===== config.mk =====
export PLATFORM = sky130hd
export DESIGN_NAME = bpfa_ctrl
export DESIGN_NICKNAME = d
export VERILOG_FILES = /design/src/rtl/bpfa_pkg.sv /design/src/rtl/bpfa_ctrl.sv
export SDC_FILE = /design/constraint.sdc
export NUM_CORES = 1
export LEC_CHECK = 0
export BUFFER_PORTS_ARGS = -buffer_cell sky130_fd_sc_hd__clkbuf_2
export CORE_AREA = 3 3 40 42
export DETAILED_ROUTE_END_ITERATION = 7
export DIE_AREA = 0 0 43 45
export PLACE_DENSITY = 0.59
export SKIP_CTS_REPAIR_TIMING = 1
export SYNTH_ARGS = -nofsm -noshare
export SYNTH_HDL_FRONTEND = slang
export SYNTH_SLANG_ARGS = --single-unit

===== constraint.sdc =====
create_clock -name clk_i -period 2 [get_ports clk_i]
set_input_delay 0.3 -clock clk_i [delete_from_list [all_inputs] [get_ports clk_i]]
set_output_delay 0.3 -clock clk_i [all_outputs]
set_load 0.05 [all_outputs]

===== src/rtl/bpfa_pkg.sv =====
`default_nettype none

package bpfa_pkg;

  // Default sizing of the bitmap and the page
  localparam int unsigned MAX_FRAME_COUNT_DEF  = 65536;
  localparam int unsigned BITMAP_WORD_BITS_DEF = 32;
  localparam int unsigned PAGE_SHIFT_DEF       = 12;

  // Fixed field widths
  localparam int unsigned ADDR_W      = 32;
  localparam int unsigned KIB_W       = 22;
  localparam int unsigned KIB_SHIFT   = 10;
  localparam int unsigned OP_W        = 2;
  localparam int unsigned STATUS_W    = 2;
  localparam int unsigned COUNT_OUT_W = 17;
  localparam int unsigned CFG_IDX_W   = 2;

  // Output stream packing: frame_address, free_count, total_count, zero fill
  localparam int unsigned OUT_FIELDS_W = ADDR_W + 2 * COUNT_OUT_W;
  localparam int unsigned OUT_TDATA_W  = ((OUT_FIELDS_W + 7) / 8) * 8;
  localparam int unsigned OUT_PAD_W    = OUT_TDATA_W - OUT_FIELDS_W;

  // Memory map facts
  localparam logic [ADDR_W-1:0] LOW_MEMORY_BYTES = 32'h0010_0000;
  localparam logic [ADDR_W-1:0] KSTART_RESET     = 32'h0010_0000;
  localparam logic [ADDR_W-1:0] KEND_RESET       = 32'h0020_0000;

  // Configuration register indexes
  localparam logic [CFG_IDX_W-1:0] CFG_MEM_SIZE_KIB = 2'd0;
  localparam logic [CFG_IDX_W-1:0] CFG_KERNEL_START = 2'd1;
  localparam logic [CFG_IDX_W-1:0] CFG_KERNEL_END   = 2'd2;

  typedef enum logic [OP_W-1:0] {
    OP_INIT  = 2'd0,
    OP_ALLOC = 2'd1,
    OP_FREE  = 2'd2
  } op_e;

  typedef enum logic [STATUS_W-1:0] {
    ST_DONE         = 2'd0,
    ST_NO_MEMORY    = 2'd1,
    ST_FREE_IGNORED = 2'd2
  } status_e;

  typedef enum logic [2:0] {
    S_IDLE,
    S_DISPATCH,
    S_INIT_SWEEP,
    S_INIT_FIN,
    S_ALLOC_SCAN,
    S_ALLOC_WR,
    S_FREE_CHK,
    S_RESP
  } state_e;

  // Controller to datapath
  typedef struct packed {
    logic    latch_in;
    logic    init_start;
    logic    sweep_en;
    logic    init_finish;
    logic    scan_start;
    logic    scan_en;
    logic    alloc_commit;
    logic    free_rd;
    logic    free_commit;
    logic    resp_load;
    status_e status;
  } bpfa_cmd_t;

  // Datapath to controller
  typedef struct packed {
    logic [OP_W-1:0] op;
    logic            sweep_last;
    logic            scan_hit;
    logic            scan_miss;
    logic            free_in_range;
    logic            free_bit_set;
    logic            out_busy;
  } bpfa_stat_t;

endpackage

`default_nettype wire


===== src/rtl/bpfa_ctrl.sv =====
`default_nettype none

module bpfa_ctrl import bpfa_pkg::*; (
  input  logic       clk_i,
  input  logic       rst_ni,
  input  logic       in_valid_i,
  output logic       in_ready_o,
  input  bpfa_stat_t stat_i,
  output bpfa_cmd_t  cmd_o
);

  state_e  state_q, state_d;
  status_e status_q, status_d;

  // State and pending status
  always_ff @(posedge clk_i or negedge rst_ni) begin
    if (!rst_ni) begin
      state_q  <= S_IDLE;
      status_q <= ST_DONE;
    end else begin
      state_q  <= state_d;
      status_q <= status_d;
    end
  end

  // Next state and commands
  always_comb begin
    state_d       = state_q;
    status_d      = status_q;
    in_ready_o    = 1'b0;
    cmd_o         = '0;
    cmd_o.status  = status_q;
    case (state_q)
      S_IDLE: begin
        in_ready_o = 1'b1;
        if (in_valid_i) begin
          cmd_o.latch_in = 1'b1;
          state_d        = S_DISPATCH;
        end
      end
      S_DISPATCH: begin
        case (stat_i.op)
          OP_INIT: begin
            cmd_o.init_start = 1'b1;
            state_d          = S_INIT_SWEEP;
          end
          OP_ALLOC: begin
            cmd_o.scan_start = 1'b1;
            state_d          = S_ALLOC_SCAN;
          end
          OP_FREE: begin
            if (stat_i.free_in_range) begin
              cmd_o.free_rd = 1'b1;
              state_d       = S_FREE_CHK;
            end else begin
              status_d = ST_FREE_IGNORED;
              state_d  = S_RESP;
            end
          end
          default: begin
            status_d = ST_DONE;
            state_d  = S_RESP;
          end
        endcase
      end
      S_INIT_SWEEP: begin
        cmd_o.sweep_en = 1'b1;
        if (stat_i.sweep_last) begin
          state_d = S_INIT_FIN;
        end
      end
      S_INIT_FIN: begin
        cmd_o.init_finish = 1'b1;
        status_d          = ST_DONE;
        state_d           = S_RESP;
      end
      S_ALLOC_SCAN: begin
        cmd_o.scan_en = 1'b1;
        if (stat_i.scan_hit) begin
          state_d = S_ALLOC_WR;
        end else if (stat_i.scan_miss) begin
          status_d = ST_NO_MEMORY;
          state_d  = S_RESP;
        end
      end
      S_ALLOC_WR: begin
        cmd_o.alloc_commit = 1'b1;
        status_d           = ST_DONE;
        state_d            = S_RESP;
      end
      S_FREE_CHK: begin
        if (stat_i.free_bit_set) begin
          cmd_o.free_commit = 1'b1;
          status_d          = ST_DONE;
        end else begin
          status_d = ST_FREE_IGNORED;
        end
        state_d = S_RESP;
      end
      S_RESP: begin
        if (!stat_i.out_busy) begin
          cmd_o.resp_load = 1'b1;
          state_d         = S_IDLE;
        end
      end
      default: begin
        state_d = S_IDLE;
      end
    endcase
  end

endmodule

`default_nettype wire


==> results of run 1 <==
==> flip-flops by register name, summed over array words and instances, names as in the netlist <==
signal and flops:
state_q 3, status_q 2
==> power by group through the flow <==
stage	logic, mW	clock network (mW)	registers, mW
3_5_place_dp	0.608	0	0.179
4_1_cts	0.609	0.121	0.177
5_1_grt	0.650	0.131	0.181
2_1_floorplan	0.462	0	0.196
3_3_place_gp	0.607	0	0.177
6_report	0.605	0.116	0.177
==> worst min-delay path by stage <==
stage | startpoint | endpoint | slack, ns | cells past startpoint
floorplan | rst_ni | state_q[0] | 0.004 | 0
global placement | rst_ni | status_q[1] | 0.12 | 1
detailed placement | rst_ni | status_q[1] | 0.12 | 1
CTS | rst_ni | status_q[1] | -0.14 | 1
global route | stat_i[0] | state_q[1] | 0.37 | 3
finish | stat_i[0] | state_q[1] | 0.36 | 3
==> worst register-to-register path: cells and delay by family (launching register included) <==
family / cells / cell delay (ns)
compound gates: 2 / 0.37
simple gates: 1 / 0.09
buf+inv: 1 / 0.21
flops: 1 / 0.43
mux: 1 / 0.30
==> Yosys cell counts, drive strengths merged <==
master | count | share of area (%)
o311ai | 1 | 2.1
buf | 3 | 5.0
nor4b | 1 | 2.1
nand2b | 1 | 1.5
and3b | 1 | 2.1
o21ai | 4 | 4.7
or3b | 1 | 2.1
a221o | 1 | 2.4
nand3 | 1 | 1.2
or3 | 1 | 1.5
nand2 | 4 | 3.5
o22ai | 1 | 1.5
nor2b | 2 | 2.9
and3 | 1 | 1.5
o2bb2ai | 1 | 2.1
nand3b | 1 | 1.8
dfrtp | 5 | 29
clkbuf | 2 | 1.8
a21o | 1 | 1.8
nor3b | 5 | 8.8
mux2 | 1 | 3.5
nor2 | 6 | 5.3
inv | 2 | 1.8
a31oi | 1 | 1.5
a21oi | 4 | 4.7
nor3 | 2 | 2.4
and2 | 1 | 1.5
==> cell type report <==
cell class	instances	area share, %
clock buffers	4	4.26
inverters	2	1.22
multi-input cells	43	46.0
flip-flops and latches	5	20.3
well taps	15	3.04
repair buffers	28	25.2
==> cell families (layout without fill, tap and decap cells) <==
group / count (synthesis) / in the layout / synth area share (%)
DFF: 5 / 5 / 29.4
AOI/OAI and AO/OA: 14 / 14 / 20.6
and+or+nand+nor: 28 / 28 / 37.9
muxes: 1 / 1 / 3.53
buffers and inverters: 7 / 34 / 8.53
==> routing by layer <==
layer	global-route usage [%]	routed length, um	vias up
met1	15.1	510	205
met2	18.6	482	19
li1	-	-	253
met5	0	0	-
met3	5.18	85	0
met4	1.81	0	0
==> through the flow <==
step	util (%)	setup slack [ns]	instances	hold WS, ns
after floorplan	-	-0.194	55	0.00441
after global placement	45.2	0.398	92	0.124
after detailed placement	45.2	0.374	92	0.121
after CTS	47.2	0.107	96	-0.137
after global routing	48.0	0.0142	97	0.369
final	48.0	0.119	97	0.357
==> metrics, run 1 <==
n_diodes 0; R2R setup slack 0.49 ns; VDD IR max 686 uV; Int Power 0.427 mW; Crit path depth 3; origin of the worst setup path state_q[1]; Tmin final 1.88 ns; R2R depth 5; WL final 1.08 mm; Reg power frac 19.7%; post-synth cell types 28; Crit Path Class flip-flop to output pin; multi-input logic area 284 um2; all-layer global routing usage 11.7%; initial core utilization 33.1%; crit path cell chain or3b_2 -> nor3_2 -> clkbuf_2; core box area 1280 um2; io pins 24; I/O Buffers 23; crit path capture cmd_o[10]; total number of vias 477; RSZ-0062 raised after global routing false; critical path peak fanout 7; Yosys warnings 0; skew final 0.000185 ns; cells after synthesis 55; Gate power share 67.4%; Yosys reg bits 5; Sw Pwr 0.470 mW; fillers 136; Die X-Extent 43 um; Power Density 1450 nW/um2; root buffer cell clkbuf_4; Final Cycle Share 94.0%; most common cell after layout, fill and taps aside clkbuf_2; Peak Freq 0.532 GHz; vias in the first global route 424; R2R Path End status_q[1]; CTS Buffer Depth 2; share of cells above drive strength 1 43.9%; final setup fails 0; status finished clean; P_leak 0.311 nW; Hold/Removal Path Class primary input to flip-flop; via-per-instance ratio 4.92; HPWL after DPL 873 um; Placed Area 581 um2; Top delay family on crit path simple AND/OR/NAND/NOR gates; TritonCTS clock tree built; Nets 94; sw frac 52.4%; largest net degree at the start of global routing 16; Synth-to-Final Area Change 45.0%; Avg Synthesized Cell Area 7.73 um2; Die ar. 1940 um2; Slew Viols, Final 0; Crit path required time 1.70 ns; initial antenna violation count 0; CP Capture Type output pin; WP buf/inv 1; Final ANT Viol Nets 0; row count 13; # clock sinks 5; average wire per standard cell 11.1 um; RR Startpoint state_q[2]; fin area 617 um2; height of the die 45 um; later-pin clock latency in the skew report 0.24 ns; Slew HR 74.4%; sequential-to-total area share from yosys stat 29.4%; CP Launch Type flip-flop; total gr overflow 0; Placer Congestion 0.703; Syn Nets 66; htree depth 1; commonest cells after routing, fill and taps aside 23 x clkbuf_2, 6 x nor2_1, 5 x dfrtp_1; Power Total 0.897 mW; Initial DRC Count 9; Residual DRC 0; Pre-antenna DRT Iters 4; final hold viol count 0; Least-Margin Pin Slew 0.381 ns; Reg area 125 um2; first-pass GRT wire length 1.71 mm; Inserted Clock Buffers 3; clk slew on worst S/H paths 0.04 ns; setup TNS 0 ns; CP max stage cell or3b_2; mapped cell area 425 um2; clock share of power 12.9%; Data arrival, critical path 1.58 ns; max incr delay on CP 0.51 ns; maxcap violations 0
Note: power is estimated with default switching activity, not from simulation.
==> run 2: changes to the inputs <==
--- a/config.mk
+++ b/config.mk
@@ -7,6 +7,7 @@
 export LEC_CHECK = 0
 export BUFFER_PORTS_ARGS = -buffer_cell sky130_fd_sc_hd__clkbuf_2
 export CORE_AREA = 3 3 40 42
+export CTS_BUF_LIST = sky130_fd_sc_hd__clkbuf_8
 export DETAILED_ROUTE_END_ITERATION = 7
 export DIE_AREA = 0 0 43 45
 export PLACE_DENSITY = 0.59
==> run 2 against run 1 <==
Net effect: hold slack improved by 0.017 ns; core utilization increased by 1.5 points; register-to-register slack about the same; clock power rose by 64%; combinational power is essentially flat; critical path type unchanged.
==> metrics, run 2 (synthesized netlist as in run 1, its figures left out) <==
most common cell after layout, fill and taps aside clkbuf_2; Placer Congestion 0.703; Pre-antenna DRT Iters 4; origin of the worst setup path state_q[1]; Inserted Clock Buffers 3; critical path peak fanout 7; max FFs per register 3; share of cells above drive strength 1 43.9%; total number of vias 475; skew final 0.00556 ns; P_leak 0.323 nW; Initial DRC Count 4; average wire per standard cell 11.7 um; Power Density 1530 nW/um2; Hold Path Origin stat_i[0]; TritonCTS clock tree built; initial core utilization 33.1%; Slew Viols, Final 0; WL final 1.14 mm; initial antenna violation count 0; clk slew on worst S/H paths 0.04 ns; total gr overflow 0; I/O Buffers 23; Crit path required time 1.70 ns; height of the die 45 um; Slew HR 74.2%; Placed Area 581 um2; clock share of power 19.6%; largest net degree at the start of global routing 16; Int Power 0.484 mW; Final ANT Viol Nets 0; Die X-Extent 43 um; HPWL after DPL 873 um; row count 13; Tmin final 1.86 ns; Reg with most FFs state_q; CP Launch Type flip-flop; crit path cell chain or3b_2 -> nor3_2 -> clkbuf_2; Reg power frac 18.2%; via-per-instance ratio 4.90; Hold Worst Slack 0.374 ns; fin area 636 um2; Residual DRC 0; Top delay family on crit path simple AND/OR/NAND/NOR gates; maxcap violations 0; Data arrival, critical path 1.56 ns; # clock sinks 5; Synth-to-Final Area Change 49.4%; VDD IR max 698 uV; Die ar. 1940 um2; CP max stage cell or3b_2; WP buf/inv 1; final cell count without fillers 97; RR Startpoint state_q[2]; Sw Pwr 0.489 mW; commonest cells after routing, fill and taps aside 23 x clkbuf_2, 6 x nor2_1, 5 x dfrtp_1; CTS Buffer Depth 2; htree depth 1; vias in the first global route 427; registers with the most flip-flops state_q: 3 flops, status_q: 2 flops; all-layer global routing usage 12.5%; status finished clean; Least-Margin Pin Slew 0.383 ns; Crit Path Class flip-flop to output pin; placed insts 92; Peak Freq 0.537 GHz; first-pass GRT wire length 1.76 mm; RSZ-0062 raised after global routing false; CP Capture Type output pin; io pins 24; n_diodes 0; sw frac 50.2%; Final Cycle Share 93.1%; Gate power share 62.3%; Hold/Removal Path Class primary input to flip-flop; core box area 1280 um2; Nets 94; final hold viol count 0; root buffer cell clkbuf_8; later-pin clock latency in the skew report 0.23 ns; max incr delay on CP 0.51 ns; final setup fails 0
run 2: cell types whose count changed in the layout (fill, tap and decap cells not counted), sizes merged:
| cell | delta |
|---|---|
| inv | +1 |
| clkbuf | -1 |
run 2: layout make-up:
| type | count | area, um2 |
|---|---|---|
| Timing Repair Buffer | 28 | 155 |
| Tap cell | 15 | 18.8 |
| Clock inverter | 1 | 3.75 |
| Multi-Input combinational cell | 43 | 284 |
| Sequential cell | 5 | 125 |
| Inverter | 2 | 7.51 |
| Fill cell | 134 | 649 |
| Clock buffer | 3 | 41.3 |
run 2: final timing paths:
check                      cells past startpoint          end  slack, ns
setup / recovery                               3    cmd_o[10]       0.14
hold / removal                                 3   state_q[1]       0.37
setup reg to reg                               5  status_q[1]       0.50
hold reg to reg                                1  status_q[0]       0.48
max in group asynchronous                      2   state_q[2]       1.44
min in group asynchronous                      2  status_q[1]       0.42
run 2: stage by stage:
stage          setup TNS [ns]  power, mW  setup WS, ns  util (%)
2_1_floorplan          -0.546      0.658        -0.194         -
3_3_place_gp                0      0.784         0.398      45.2
3_5_place_dp                0      0.786         0.374      45.2
4_1_cts                     0      0.979         0.132      48.7
5_1_grt                     0       1.03        0.0496      49.5
6_report                    0      0.973         0.138      49.5
run 2: worst reg2reg max path, delay by kind of cell, from the launching register on:
kind / cells / cell delay (ns)
and+or+nand+nor: 1 / 0.09
AOI/OAI and AO/OA: 2 / 0.37
DFF: 1 / 0.42
muxes: 1 / 0.30
buffers and inverters: 1 / 0.20
run 2: power by group through the flow:
stage | combinational, mW | sequential (mW) | clock, mW
6_report | 0.606 | 0.177 | 0.190
5_1_grt | 0.651 | 0.182 | 0.198
4_1_cts | 0.610 | 0.177 | 0.192
3_5_place_dp | 0.608 | 0.179 | 0
3_3_place_gp | 0.607 | 0.177 | 0
2_1_floorplan | 0.462 | 0.196 | 0
run 2: layer usage:
layer	global-route usage (%)	vias to the layer above	wire length, um
met5	0	-	0
met4	7.23	0	17
met3	3.98	2	80
met2	20.4	18	523
met1	14.6	203	516
li1	-	252	-
